==> config.mk <==
export PLATFORM = sky130hd
export DESIGN_NAME = reloc_table_builder
export DESIGN_NICKNAME = d
export VERILOG_FILES = /design/src/hdl/rtb_pkg.sv /design/src/hdl/reloc_table_builder.sv /design/src/hdl/rtb_step.sv
export SDC_FILE = /design/constraint.sdc
export NUM_CORES = 1
export LEC_CHECK = 0
export ABC_AREA = 1
export CORE_MARGIN = 1
export CORE_UTILIZATION = 60
export CTS_BUF_LIST = sky130_fd_sc_hd__clkbuf_4 sky130_fd_sc_hd__clkbuf_8 sky130_fd_sc_hd__clkbuf_16
export CTS_CLUSTER_SIZE = 16
export DETAILED_ROUTE_END_ITERATION = 16
export DONT_BUFFER_PORTS = 1
export PLACE_DENSITY_LB_ADDON = 0.3
export SKIP_LAST_GASP = 1
export SLEW_MARGIN = 20
export SYNTH_ARGS = -nofsm -noshare
export SYNTH_HDL_FRONTEND = slang
export SYNTH_SLANG_ARGS = --single-unit
==> constraint.sdc <==
create_clock -name clk -period 7.4 [get_ports clk]
set_input_delay 0 -clock clk [delete_from_list [all_inputs] [get_ports clk]]
set_output_delay 0 -clock clk [all_outputs]
set_load 0.05 [all_outputs]
==> src/hdl/rtb_pkg.sv <==
// Package for the relocation table builder: word types, state types and constants.
`timescale 1ns / 1ps
`default_nettype none

package rtb_pkg;

    // Buffer size and reset position
    localparam int          TABLE_BYTES_DEF = 65536;
    localparam logic [16:0] WP_RESET        = 17'd8;
    localparam logic [15:0] START_LIMIT     = 16'hFFFF;

    // Type tags placed over the page offset of an entry
    localparam logic [15:0] TAG_NARROW = 16'h3000;
    localparam logic [15:0] TAG_WIDE   = 16'h8000;

    // Write lengths in bytes
    localparam logic [3:0] LEN_ENTRY  = 4'd2;
    localparam logic [3:0] LEN_DWORD  = 4'd4;
    localparam logic [3:0] LEN_HEADER = 4'd8;

    // Operation codes
    localparam logic OP_ADD    = 1'b0;
    localparam logic OP_FINISH = 1'b1;

    // Configuration register indexes
    localparam logic [7:0] CFG_IMAGE_BASE = 8'd0;
    localparam logic [7:0] CFG_WIDE_MODE  = 8'd1;

    // Input word
    typedef struct packed {
        logic        operation;
        logic [63:0] target_address;
    } in_word_t;

    // Output word: one buffer write
    typedef struct packed {
        logic [15:0] write_offset;
        logic [31:0] write_data;
        logic        write_wide;
        logic [16:0] used_bytes;
        logic        overflow;
        logic        last;
    } out_word_t;

    // Table builder state
    typedef struct packed {
        logic [51:0] open_page;
        logic        block_open;
        logic [15:0] block_start;
        logic [16:0] write_position;
    } tbl_state_t;

    // Where the word in hand has got to
    typedef enum logic [1:0] {
        PH_START,
        PH_PATCH,
        PH_HDR,
        PH_ENTRY
    } phase_t;

    // Step control returned to the sequencer
    typedef struct packed {
        logic   has_result;
        logic   done;
        phase_t phase_next;
    } step_ctl_t;

endpackage

`default_nettype wire

==> src/hdl/reloc_table_builder.sv <==
// Top level of the relocation table builder: input holding register, sequencer and output register.
// The first write of a word passes through the input holding register and then the output register.
// Throughput: one buffer write per cycle while the output register is free; a word makes one
// write for most adds and up to four on a page change, a finish with no open block makes none.
// The next word is taken in the cycle the current word's last write is registered.
// Reset (rst_n low, asynchronous) empties both registers, clears the configuration and
// returns the table state to no open block with the write position at 8.
`timescale 1ns / 1ps
`default_nettype none

module reloc_table_builder
    import rtb_pkg::*;
#(
    parameter int TABLE_BYTES = TABLE_BYTES_DEF
)
(
    input  wire         clk,
    input  wire         rst_n,
    input  logic        cfg_write,
    input  logic [7:0]  cfg_index,
    input  logic [63:0] cfg_data,
    input  logic        in_valid,
    output logic        in_ready,
    input  in_word_t    in_data,
    output logic        out_valid,
    input  logic        out_ready,
    output out_word_t   out_data
);

    localparam logic [16:0] TABLE_LIMIT = 17'(TABLE_BYTES);

    // Only the low dword of the image base reaches the page RVA
    logic [31:0] base_reg;
    logic        wide_reg;
    tbl_state_t  st_reg;
    tbl_state_t  st_next;
    phase_t      phase_reg;
    logic        hold_valid_reg;
    in_word_t    hold_reg;
    logic        out_valid_reg;
    out_word_t   out_reg;
    out_word_t   step_result;
    step_ctl_t   ctl;
    logic        slot_free;
    logic        go;
    logic        in_take;

    assign slot_free = !out_valid_reg || out_ready;
    assign go        = hold_valid_reg && slot_free;
    assign in_ready  = !hold_valid_reg || (slot_free && ctl.done);
    assign in_take   = in_valid && in_ready;
    assign out_valid = out_valid_reg;
    assign out_data  = out_reg;

    // Step logic
    rtb_step #(
        .TABLE_BYTES (TABLE_BYTES)
    ) u_step (
        .state          (st_reg),
        .phase          (phase_reg),
        .item           (hold_reg),
        .image_base_low (base_reg),
        .wide_mode      (wide_reg),
        .state_next     (st_next),
        .result         (step_result),
        .ctl            (ctl)
    );

    // Configuration registers
    always_ff @(posedge clk or negedge rst_n)
    begin
        if (!rst_n)
        begin
            base_reg <= '0;
            wide_reg <= 1'b0;
        end
        else if (cfg_write)
        begin
            if (cfg_index == CFG_IMAGE_BASE)
                base_reg <= cfg_data[31:0];
            else if (cfg_index == CFG_WIDE_MODE)
                wide_reg <= cfg_data[0];
        end
    end

    // Table state, phase and word flags
    always_ff @(posedge clk or negedge rst_n)
    begin
        if (!rst_n)
        begin
            st_reg.open_page      <= '0;
            st_reg.block_open     <= 1'b0;
            st_reg.block_start    <= '0;
            st_reg.write_position <= WP_RESET;
            phase_reg             <= PH_START;
            hold_valid_reg        <= 1'b0;
            out_valid_reg         <= 1'b0;
        end
        else
        begin
            if (go)
            begin
                st_reg    <= st_next;
                phase_reg <= ctl.done ? PH_START : ctl.phase_next;
            end
            if (in_take)
                hold_valid_reg <= 1'b1;
            else if (go && ctl.done)
                hold_valid_reg <= 1'b0;
            if (go && ctl.has_result)
                out_valid_reg <= 1'b1;
            else if (out_ready)
                out_valid_reg <= 1'b0;
        end
    end

    // Payload registers
    always_ff @(posedge clk)
    begin
        if (in_take)
            hold_reg <= in_data;
        if (go && ctl.has_result)
            out_reg <= step_result;
    end

    // A word part way through its writes is always held
    a_phase_held: assert property (@(posedge clk) disable iff (!rst_n)
        (phase_reg != PH_START) |-> hold_valid_reg)
        else $error("sequencer mid-word with no word held");

    // Write position stays within the buffer
    a_wp_range: assert property (@(posedge clk) disable iff (!rst_n)
        (st_reg.write_position >= WP_RESET) && (st_reg.write_position <= TABLE_LIMIT))
        else $error("write position out of range");

    // With no block open the builder sits at its reset position
    a_closed_pos: assert property (@(posedge clk) disable iff (!rst_n)
        !st_reg.block_open |-> (st_reg.write_position == WP_RESET)
                               && (st_reg.block_start == '0))
        else $error("closed table not at reset position");

    // An open block never starts beyond the write position
    a_block_order: assert property (@(posedge clk) disable iff (!rst_n)
        st_reg.block_open |-> (st_reg.write_position >= {1'b0, st_reg.block_start}))
        else $error("block start beyond write position");

endmodule

`default_nettype wire

==> src/hdl/rtb_step.sv <==
// One sequencer step: picks the next buffer write for the word in hand and the next state.
`timescale 1ns / 1ps
`default_nettype none

module rtb_step
    import rtb_pkg::*;
#(
    parameter int TABLE_BYTES = TABLE_BYTES_DEF
)
(
    input  tbl_state_t  state,
    input  phase_t      phase,
    input  in_word_t    item,
    input  logic [31:0] image_base_low,
    input  logic        wide_mode,
    output tbl_state_t  state_next,
    output out_word_t   result,
    output step_ctl_t   ctl
);

    localparam logic [17:0] TABLE_LIMIT = 18'(TABLE_BYTES);

    typedef enum logic [2:0] {
        STEP_NONE,
        STEP_PAD,
        STEP_PATCH,
        STEP_HDR,
        STEP_ENTRY
    } step_t;

    // Position advance, saturating at the buffer size
    function automatic logic [16:0] advance_pos(input logic [16:0] pos, input logic [3:0] by);
        logic [17:0] sum;
        sum = {1'b0, pos} + {14'b0, by};
        return (sum > TABLE_LIMIT) ? TABLE_LIMIT[16:0] : sum[16:0];
    endfunction

    // Write runs past the end of the buffer
    function automatic logic past_end(input logic [17:0] off, input logic [3:0] len);
        logic [17:0] end_pos;
        end_pos = off + {14'b0, len};
        return end_pos > TABLE_LIMIT;
    endfunction

    logic [51:0] page;
    logic        page_diff;
    logic [16:0] span;
    logic        misaligned;
    logic        is_add;
    logic [31:0] rva;
    logic [15:0] tag;
    logic [17:0] wp_ext;
    logic [17:0] patch_off;
    logic [16:0] wp_entry;
    logic [16:0] wp_header;
    step_t       step;

    assign page       = item.target_address[63:12];
    assign page_diff  = (page != state.open_page);
    assign span       = state.write_position - {1'b0, state.block_start};
    assign misaligned = (span[1:0] != 2'b00);
    assign is_add     = (item.operation == OP_ADD);
    assign rva        = {item.target_address[31:12], 12'b0} - image_base_low;
    assign tag        = wide_mode ? TAG_WIDE : TAG_NARROW;
    assign wp_ext     = {1'b0, state.write_position};
    assign patch_off  = {2'b0, state.block_start} + {14'b0, LEN_DWORD};
    assign wp_entry   = advance_pos(state.write_position, LEN_ENTRY);
    assign wp_header  = advance_pos(state.write_position, LEN_HEADER);

    // Choose the step
    always_comb
    begin
        step = STEP_NONE;
        case (phase)
            PH_START:
            begin
                if (is_add)
                begin
                    if (!state.block_open)
                        step = STEP_HDR;
                    else if (page_diff)
                        step = misaligned ? STEP_PAD : STEP_PATCH;
                    else
                        step = STEP_ENTRY;
                end
                else if (state.block_open)
                begin
                    step = misaligned ? STEP_PAD : STEP_PATCH;
                end
            end
            PH_PATCH: step = STEP_PATCH;
            PH_HDR:   step = STEP_HDR;
            PH_ENTRY: step = STEP_ENTRY;
            default:  step = STEP_NONE;
        endcase
    end

    // Result word and next state for the chosen step
    always_comb
    begin
        state_next     = state;
        result         = '0;
        ctl.has_result = 1'b1;
        ctl.done       = 1'b0;
        ctl.phase_next = PH_START;
        case (step)
            STEP_PAD:
            begin
                state_next.write_position = wp_entry;
                result.write_offset = state.write_position[15:0];
                result.write_data   = '0;
                result.write_wide   = 1'b0;
                result.used_bytes   = wp_entry;
                result.overflow     = past_end(wp_ext, LEN_ENTRY);
                ctl.phase_next      = PH_PATCH;
            end
            STEP_PATCH:
            begin
                result.write_offset = patch_off[15:0];
                result.write_data   = {15'b0, span};
                result.write_wide   = 1'b1;
                result.used_bytes   = state.write_position;
                result.overflow     = past_end(patch_off, LEN_DWORD);
                result.last         = !is_add;
                if (is_add)
                begin
                    ctl.phase_next = PH_HDR;
                end
                else
                begin
                    // finish: table closed, back to the reset state
                    ctl.done                  = 1'b1;
                    state_next.open_page      = '0;
                    state_next.block_open     = 1'b0;
                    state_next.block_start    = '0;
                    state_next.write_position = WP_RESET;
                end
            end
            STEP_HDR:
            begin
                state_next.open_page  = page;
                state_next.block_open = 1'b1;
                result.write_data     = rva;
                result.write_wide     = 1'b1;
                ctl.phase_next        = PH_ENTRY;
                if (!state.block_open)
                begin
                    // first block: header space already reserved
                    result.write_offset = state.block_start;
                    result.used_bytes   = state.write_position;
                    result.overflow     = past_end({2'b0, state.block_start}, LEN_DWORD);
                end
                else
                begin
                    state_next.block_start    = state.write_position[16] ? START_LIMIT
                                                : state.write_position[15:0];
                    state_next.write_position = wp_header;
                    result.write_offset       = state.write_position[15:0];
                    result.used_bytes         = wp_header;
                    result.overflow           = past_end(wp_ext, LEN_DWORD);
                end
            end
            STEP_ENTRY:
            begin
                state_next.write_position = wp_entry;
                result.write_offset = state.write_position[15:0];
                result.write_data   = {16'b0, tag | {4'b0, item.target_address[11:0]}};
                result.write_wide   = 1'b0;
                result.used_bytes   = wp_entry;
                result.overflow     = past_end(wp_ext, LEN_ENTRY);
                result.last         = 1'b1;
                ctl.done            = 1'b1;
            end
            default:
            begin
                // finish with nothing open: no write, state back to reset
                ctl.has_result            = 1'b0;
                ctl.done                  = 1'b1;
                state_next.open_page      = '0;
                state_next.block_open     = 1'b0;
                state_next.block_start    = '0;
                state_next.write_position = WP_RESET;
            end
        endcase
    end

endmodule

`default_nettype wire
* Word-level counts from Yosys, hierarchy flattened
Index checks and enable logic that the tools add are counted.
Word-level totals: register bits 256, output and inout port bits 70
Operators by class: mux-type cells 28, add/sub/neg operators 7, equal/unequal tests 11, bitwise logic cells 3, reductions and logical operators 22, magnitude comparators 5
Operators by type and width (count):
- 67-bit one-hot mux with 4 select lines | 1
- 69-bit one-hot mux with 3 select lines | 1
- 18-bit by 17-bit > comparator with 1-bit output (second input constant) | 5
- 86-bit two-way mux | 1
- 52-bit inequality test | 1
- 17-bit one-hot mux with 3 select lines | 1
- 16-bit two-way mux | 3
- 17-bit two-way mux | 2
- 33-bit two-way mux | 1
- 32-bit subtractor | 1
- 17-bit by 2-bit adder with 18-bit output (second input constant) | 1
- 17-bit by 3-bit adder with 18-bit output (second input constant) | 1
- 17-bit by 4-bit adder with 18-bit output (second input constant) | 1
- 18-bit by 3-bit adder with 18-bit output (second input constant) | 1
- 18-bit two-way mux | 1
- 16-bit by 3-bit adder with 17-bit output (second input constant) | 1
- 17-bit by 16-bit subtractor with 17-bit output | 1
- 16-bit by 12-bit bitwise OR with 16-bit output | 1
- 3-bit two-way mux | 4
- 3-bit one-hot mux with 4 select lines | 1
- 3-bit AND reduction | 3
- 8-bit by 1-bit == test with 1-bit output (second input constant) | 1
- 8-bit zero test | 1
- 3-bit by 2-bit == test with 1-bit output (second input constant) | 2
- other kinds (19) | 39

* Longest topological paths before layout
Gate-level depths: netlist (run 1).
depth after elaboration 14, mapped depth 20, gate-level depth less buffers 18

* Modules after synthesis
From an unflattened synthesis (run 1), not the netlist that was laid out.
Unflattened totals: cells, all modules 2292, area total of the unflattened synthesis 16340.7 µm²
Modules (own cells, without submodules):
- reloc_table_builder | instances 1, area an instance 8813.5 µm², cells an instance 687
- rtb_step | instances 1, area an instance 7527.2 µm², cells an instance 1605

* Least setup slack after synthesis (run 1)
OpenSTA, ideal clock, no wires.
path type reg2reg, from reg st_reg[0] in the netlist's numbering, to reg hold_reg[0] in the netlist's numbering, enable pin, buffers on the path 0, period minus slack after synthesis 5.428 ns, path slack 1.972 ns, stages on the path, launching flop included 11, data arrival time 4.919 ns, data required time 6.891 ns, cell sequence dfrtp_1 -> inv_1 -> ha_1 -> fa_1 -> nand2_1 -> nand2_1 -> nand3_2 -> nand2_4 -> nand2_1 -> o211ai_1 -> a21oi_1
Between the ends: word-level cells in the longest chain between the ends 13, elaborated cells on any way between the ends 16
RTL lines:
- start: declaration | RTL line reloc_table_builder.sv:35 | tbl_state_t st_reg;
- start signal: assignment | RTL line reloc_table_builder.sv:103 | st_reg <= st_next;
- 17-bit by 16-bit subtractor with 17-bit output (*) | RTL line rtb_step.sv:60 | assign span = state.write_position - {1'b0, state.block_start};
- 2-bit nonzero test (*) | RTL line rtb_step.sv:61 | assign misaligned = (span[1:0] != 2'b00);
- 2-bit two-way mux (*) | RTL line rtb_step.sv:82, rtb_step.sv:88
- 3-bit two-way mux | RTL line rtb_step.sv:81 | else if (page_diff)
- 3-bit two-way mux | RTL line rtb_step.sv:79 | if (!state.block_open)
- 3-bit two-way mux (*) | RTL line rtb_step.sv:77 | if (is_add)
- 3-bit one-hot mux with 4 select lines (*) | RTL line rtb_step.sv:74 | case (phase)
- 3-bit by 1-bit == test with 1-bit output or 3-bit by 2-bit == test with 1-bit output (tied branches) | RTL line rtb_step.sv:106 | case (step)
- 2-bit OR reduction (no source line)
- 1-bit one-hot mux with 2 select lines (*) | RTL line rtb_step.sv:106
- 1-bit logical AND (*) | RTL line reloc_table_builder.sv:50 | assign in_ready = !hold_valid_reg || (slot_free && ctl.done);
- 1-bit logical OR (*) | RTL line reloc_table_builder.sv:50
- 1-bit logical AND (*) | RTL line reloc_table_builder.sv:51 | assign in_take = in_valid && in_ready;
- net in_take | RTL line reloc_table_builder.sv:46 | logic in_take;
- end signal: assignment | RTL line reloc_table_builder.sv:121 | hold_reg <= in_data;
- end: declaration | RTL line reloc_table_builder.sv:39 | in_word_t hold_reg;
Mark *: on every way through the listed nets, which the timed path passes. The rest lies on a longest branch. A chain may end at the register's enable or synchronous reset.

==> results of run 1 <==
cells by family (layout without fill, tap and decap cells):
| family | count (synthesis) | in the layout | share of synthesized area |
|---|---|---|---|
| simple gates | 1074 | 1074 | 0.293 |
| buf+inv | 300 | 411 | 0.0824 |
| compound gates | 249 | 249 | 0.0923 |
| xor+xnor | 47 | 47 | 0.0270 |
| mux | 3 | 3 | 0.00222 |
| other cells | 0 | 2 | 0 |
| fa+ha+maj | 47 | 47 | 0.0391 |
| flops | 256 | 256 | 0.464 |
tightest hold or removal path, cell delays in order:
cell and delay, ns:
nand4_1 0.11, buf_4 0.30, a21oi_1 0.11
layer usage:
layer,GRT usage,routed length (microns),share of wire
met2,0.602,21900,0.49
met1,0.420,17100,0.38
met4,0.183,2600,0.058
met3,0.0503,3080,0.069
met5,0,0,0
through the flow:
| stage | hold slack, ns | total power [uW] | setup slack [ns] | util | area (sq um) |
|---|---|---|---|---|---|
| floorplan | -0.296 | 5000 | 1.97 | - | 15200 |
| global placement | -0.290 | 5560 | 3.40 | 0.625 | 15400 |
| detailed placement | -0.287 | 5610 | 3.28 | 0.625 | 15400 |
| CTS | 0.00793 | 7170 | 3.27 | 0.713 | 17500 |
| global route | 0.0505 | 7590 | 3.12 | 0.714 | 17600 |
| finish | -0.00205 | 7230 | 3.16 | 0.714 | 17600 |
worst max-delay path by stage:
| stage | start | endpoint | depth (start not counted) |
|---|---|---|---|
| final | st_reg[1]$_DFFE_PN0P_ | out_data[54]$_DFFE_PP_ | 10 |
| after global placement | st_reg[1]$_DFFE_PN0P_ | out_data[7]$_DFFE_PP_ | 10 |
| after global routing | st_reg[1]$_DFFE_PN0P_ | out_data[54]$_DFFE_PP_ | 10 |
| after detailed placement | st_reg[1]$_DFFE_PN0P_ | hold_reg[18]$_DFFE_PP_ | 10 |
| after CTS | st_reg[1]$_DFFE_PN0P_ | hold_reg[17]$_DFFE_PP_ | 10 |
| after floorplan | st_reg[0]$_DFFE_PN0P_ | hold_reg[0]$_DFFE_PP_ | 10 |
final cells by class:
type | instances | area [sq um]
inverters | 238 | 895
flip-flops and latches | 256 | 7070
repair buffers | 123 | 1250
clock buffers | 42 | 838
clock inverters | 8 | 160
multi-input cells | 1420 | 6940
diodes | 2 | 5.00
fillers | 1855 | 7040
well taps | 324 | 405
report_power, final:
| group | switching (uW) | total, uW | internal, uW |
|---|---|---|---|
| Sequential | 962 | 3070 | 2110 |
| Clock | 574 | 1490 | 921 |
| Combinational | 1970 | 2670 | 694 |
| Total | 3510 | 7230 | 3720 |
cells in the final DEF (no fill, tap or decap), types with 5 or more instances in the layout:
cell type / count
edfxtp_1: 133
o21ai_0: 83
nor2_4: 6
clkbuf_8: 8
o221ai_1: 19
a21oi_1: 105
inv_2: 12
nand3_1: 87
clkbuf_4: 7
inv_1: 225
nor2_2: 5
dfrtp_1: 122
clkbuf_16: 27
buf_4: 8
dlygate4sd3_1: 113
xnor2_1: 11
nand4_1: 17
nor4_1: 8
o211ai_1: 22
nand2_2: 5
nor3_1: 23
nand2_1: 699
xor2_1: 36
or2_2: 5
nor2_1: 200
nor3b_1: 5
ha_1: 46
what timing repair did:
action,4_1_cts,5_1_grt
resized for setup,0,0
hold endpoints to repair,253,0
hold buffers,114,0
==> results.sh, run 1 <==
export IMPL_dp_hpwl_mm=29.0
export IMPL_grt_overflow_total=0
export IMPL_first_iter_violations=1366
export IMPL_grt_pass1_wl_mm=70.6
export IMPL_drtPass1Iterations=5
export IMPL_fmax_ghz=0.236
export IMPL_antenna_left=0
export IMPL_die_h_microns=161
export IMPL_start_util=0.620
export IMPL_holdWs_ns=-0.00205
export IMPL_final_net_count=2255
export IMPL_violations="negative hold slack"
export IMPL_drv_slew=0
export IMPL_critPathKind="reg2reg"
export IMPL_cts_root_buf="clkbuf_16"
export IMPL_fin_setup_tns_ns=0
export IMPL_worst_setup_path_end_kind="flop"
export IMPL_p_leak_uw=0.00831
export IMPL_grt_usage=0.347
export IMPL_area_growth_synth_to_final_pct=15.2
export IMPL_r2r_end="out_data[54]$_DFFE_PP_"
export IMPL_dp_cells=2246
export IMPL_htree_levels=1
export IMPL_yosysSeqAreaShare=0.464
export IMPL_ff2ff_setup_slack_ns=3.16
export IMPL_critical_path_required_ns=7.71
export IMPL_hold_path_depth=3
export IMPL_synth_top_cell_area_share=0.262
export IMPL_synth_most_common_cell="nand2_1"
export IMPL_cp_top_family="simple AND/OR/NAND/NOR gates"
export IMPL_syn_cell_area_sq_um=15200
export IMPL_viasPerCell=5.74
export IMPL_r2r_cells=10
export IMPL_slowest_stage="nor2_2"
export IMPL_crit_fanout=37
export IMPL_period_share=0.572
export IMPL_clock_sinks=256
export IMPL_layoutNonFillerInstCount=2413
export IMPL_netlist_top_cells_count="699 x nand2_1, 226 x inv_1, 200 x nor2_1"
export IMPL_drv_max_cap_violation_count=0
export IMPL_min_path_type="in2reg"
export IMPL_antenna_found_initial=2
export IMPL_status="finished with violations"
export IMPL_async_reset_ff_frac=0.480
export IMPL_setup_viol=0
export IMPL_dieArea_sq_um=26000
export IMPL_coreArea_sq_um=24600
export IMPL_worst_ep_arrival_time_ns=4.55
export IMPL_synth_ff_type="edfxtp_1"
export IMPL_post_synth_top_area_cell="edfxtp_1"
export IMPL_die_w_microns=161
export IMPL_cts_buffers=27
export IMPL_grt_start_max_net_pins=124
export IMPL_final_hold_violation_count=1
export IMPL_grt_pass1_vias=13600
export IMPL_path_clk_slew_ns=0.06
export IMPL_ctsLongestPathBuffers=3
export IMPL_start_kind="flop"
export IMPL_worst_pin_slew_ns=1.05
export IMPL_synth_edf_count=133
export IMPL_ir_drop_uv=294
export IMPL_slew_headroom=0.296
export IMPL_syn_area_per_cell_sq_um=7.71
export IMPL_crit_chain="inv_1 -> fa_1 -> nand2_1 -> nand2_1 -> nand3_2 -> nand2_4 -> nand2_1 -> nor2_2 -> inv_2 -> o221ai_1"
export IMPL_max_stage_delay_ns=0.76
export IMPL_hold_end="base_reg[26]$_DFFE_PN0P_"
export IMPL_regToRegStartpoint="st_reg[1]$_DFFE_PN0P_"
export IMPL_ys_types=47
export IMPL_ys_ff_latch=256
export IMPL_drc=0
export IMPL_clk_latency_ns=0.56
export IMPL_largest_reg_flops=86
export IMPL_cpMostUsedCell="nand2_1"
export IMPL_num_vias=13800
export IMPL_syn_nets=2165
export IMPL_rows=57
export IMPL_postSynthCellCount=1976
export IMPL_cts_tree="built"
export IMPL_power_density_nw_per_um2=412
export IMPL_post_cts_buffers=0
export IMPL_wl_mm=44.7
export IMPL_hp_start="cfg_write"
export IMPL_rsz0062_at_grt="no"
export IMPL_io_buffers=0
export IMPL_period_minus_slack_ns=4.24
export IMPL_finalClockSkew_ns=0.0142
export IMPL_post_drt_wl_per_cell_microns=18.5
export IMPL_io_pins=212
export IMPL_synthTopCellsByArea="edfxtp_1 26%, dfrtp_1 20%, nand2_1 17%"
export IMPL_gp_congestion=0.959
export IMPL_drive_gt1_frac=0.0541
export IMPL_ys_warn_count=0
export IMPL_crit_buf_inv=2
No activity file was read; power rests on OpenSTA's default activity.
==> run 2: changes to the inputs <==
clock period = 4.09 ns   (was 7.4 ns; I/O delays follow)
==> run 2 against run 1 <==
The run now ends clean. Core utilization is 0.32 points higher. Sequential share of layout area fell by 0.18 points. Highest routed layer unchanged. Worst hold slack gained 0.031 ns. Die area stayed put. Sequential power rose by 80%. Clock power increased by 72%. Sequential cell count unchanged. Total power rose by 82%. Cell count increased by 0.58%.
==> results.sh, run 2 (same netlist as run 1, synthesis figures left out) <==
export IMPL_final_common_cell="nand2_1"
export IMPL_htree_levels=1
export IMPL_gp_congestion=0.975
export IMPL_critical_path_required_ns=4.36
export IMPL_cpMostUsedCell="nand3_1"
export IMPL_drv_slew=0
export IMPL_fmax_ghz=0.292
export IMPL_worst_ep_arrival_time_ns=3.69
export IMPL_clk_latency_ns=0.57
export IMPL_first_iter_violations=1549
export IMPL_critPathLaunch="st_reg[1]$_DFFE_PN0P_"
export IMPL_io_buffers=0
export IMPL_place_worst_setup_slack_ns=0.733
export IMPL_drc=0
export IMPL_ir_drop_uv=659
export IMPL_area_growth_synth_to_final_pct=15.7
export IMPL_p_leak_uw=0.00835
export IMPL_layoutNonFillerInstCount=2427
export IMPL_internal_power_uw=6630
export IMPL_start_util=0.620
export IMPL_period_minus_slack_ns=3.42
export IMPL_die_h_microns=161
export IMPL_layout_common_cells="699 x nand2_1, 225 x inv_1, 200 x nor2_1"
export IMPL_regToRegStartpoint="st_reg[1]$_DFFE_PN0P_"
export IMPL_pwr_share_comb=0.383
export IMPL_power_switching_uw=6500
export IMPL_largest_reg_flops=86
export IMPL_grt_overflow_total=0
export IMPL_period_share=0.837
export IMPL_crit_end="out_data[30]$_DFFE_PP_"
export IMPL_drv_max_cap_violation_count=0
export IMPL_finalWorstSetupSlack_ns=0.666
export IMPL_final_net_count=2270
export IMPL_finalPower_uw=13100
export IMPL_antenna_left=0
export IMPL_wl_mm=45.7
export IMPL_ff2ff_setup_slack_ns=0.67
export IMPL_r2r_cells=10
export IMPL_min_path_type="in2async"
export IMPL_rsz0062_at_grt="no"
export IMPL_crit_chain="inv_1 -> fa_1 -> nand3_1 -> nand3_2 -> nand2_4 -> nand3_4 -> buf_4 -> a21oi_1 -> o21ai_0 -> nand3_1"
export IMPL_pwr_share_clk=0.195
export IMPL_status="finished clean"
export IMPL_rows=57
export IMPL_die_w_microns=161
export IMPL_antenna_found_initial=0
export IMPL_slowest_stage="fa_1"
export IMPL_drive_gt1_frac=0.0585
export IMPL_critPathKind="reg2reg"
export IMPL_drtPass1Iterations=6
export IMPL_io_pins=212
export IMPL_dp_hpwl_mm=29.5
export IMPL_cts_root_buf="clkbuf_16"
export IMPL_num_vias=14100
export IMPL_p_seq_frac=0.421
export IMPL_worst_setup_path_end_kind="flop"
export IMPL_grt_start_max_net_pins=124
export IMPL_slew_headroom=0.493
export IMPL_grt_usage=0.356
export IMPL_r2r_end="out_data[30]$_DFFE_PP_"
export IMPL_cts_buffers=28
export IMPL_path_clk_slew_ns=0.06
export IMPL_grt_pass1_vias=13800
export IMPL_swShare=0.495
export IMPL_grt_pass1_wl_mm=72.3
export IMPL_post_drt_wl_per_cell_microns=18.8
export IMPL_final_hold_violation_count=0
export IMPL_ctsLongestPathBuffers=3
export IMPL_fin_setup_tns_ns=0
export IMPL_n_antenna_cell=0
export IMPL_finalClockSkew_ns=0.0292
export IMPL_worst_pin_slew_ns=0.760
export IMPL_max_stage_delay_ns=0.69
export IMPL_power_density_nw_per_um2=744
export IMPL_clock_sinks=256
export IMPL_cts_tree="built"
export IMPL_coreArea_sq_um=24600
export IMPL_dieArea_sq_um=26000
export IMPL_cts_resized=0
export IMPL_dp_cells=2255
export IMPL_start_kind="flop"
export IMPL_crit_fanout=52
export IMPL_setup_viol=0
export IMPL_viasPerCell=5.80
[run 2: cell types whose count changed in the layout (fill, tap and decap cells not counted), moves of 3 or more]
cell,before,now
dlygate4sd3_1,113,119
clkinv_4,1,4
buf_4,8,14
clkinv_2,1,4
clkinvlp_4,1,6
clkbuf_8,8,1
buf_12,0,3
[run 2: per-stage QoR]
step / util / hold WS (ns) / area, sq um
2_1_floorplan: - / -0.296 / 15300
3_3_place_gp: 0.629 / -0.291 / 15500
3_5_place_dp: 0.629 / -0.280 / 15500
4_1_cts: 0.717 / 0.00696 / 17600
5_1_grt: 0.717 / 0.0392 / 17600
6_report: 0.717 / 0.0292 / 17600
[run 2: routing by layer]
layer / wire length [microns] / vias to the layer above / track usage
li1: - / 6594 / -
met1: 17300 / 6572 / 0.438
met2: 22300 / 734 / 0.605
met3: 3310 / 176 / 0.0488
met4: 2780 / 0 / 0.198
met5: 0 / - / 0
[run 2: how the worst min path moves through the flow]
stage                            start                  endpoint  slack [ns]  cells after the start
after detailed placement         rst_n   base_reg[3]$_DFFE_PN0P_       -0.28                      0
after global placement           rst_n     st_reg[7]$_DFFE_PN0P_       -0.29                      0
after global routing       in_data[42]    hold_reg[42]$_DFFE_PP_        0.04                      1
after floorplan                  rst_n   base_reg[0]$_DFFE_PN0P_       -0.30                      0
after CTS                 cfg_index[1]  base_reg[20]$_DFFE_PN0P_       0.007                      4
final                            rst_n   base_reg[3]$_DFFE_PN0P_        0.03                      2
[run 2: critical path: cells and delay by family (launching register included)]
kind | cells | cell delay (ns)
DFF | 1 | 0.58
AOI/OAI and AO/OA | 2 | 0.46
adders and majority gates | 1 | 0.69
buffers and inverters | 2 | 0.75
and+or+nand+nor | 5 | 0.60
[run 2: cell type report]
class                      instances  area [sq um]
timing repair buffer             137          1380
tap                              324           405
clock inverter                    17           189
multi-input combinational       1420          6940
sequential                       256          7070
clock buffer                      35           759
inverter                         238           895
fill                            1882          6960
[run 2: timing repair]
item | CTS | global route
hold endpoints to repair | 236 | 0
buffers inserted | 0 | 0
hold buffers | 120 | 0
[run 2: power by group through the flow]
stage / combinational (uW) / clock [uW] / sequential (uW)
3_3_place_gp: 4640 / 0 / 5540
6_report: 5030 / 2560 / 5530
2_1_floorplan: 3660 / 0 / 5360
3_5_place_dp: 4780 / 0 / 5560
4_1_cts: 4910 / 2580 / 5510
5_1_grt: 5490 / 2690 / 5590
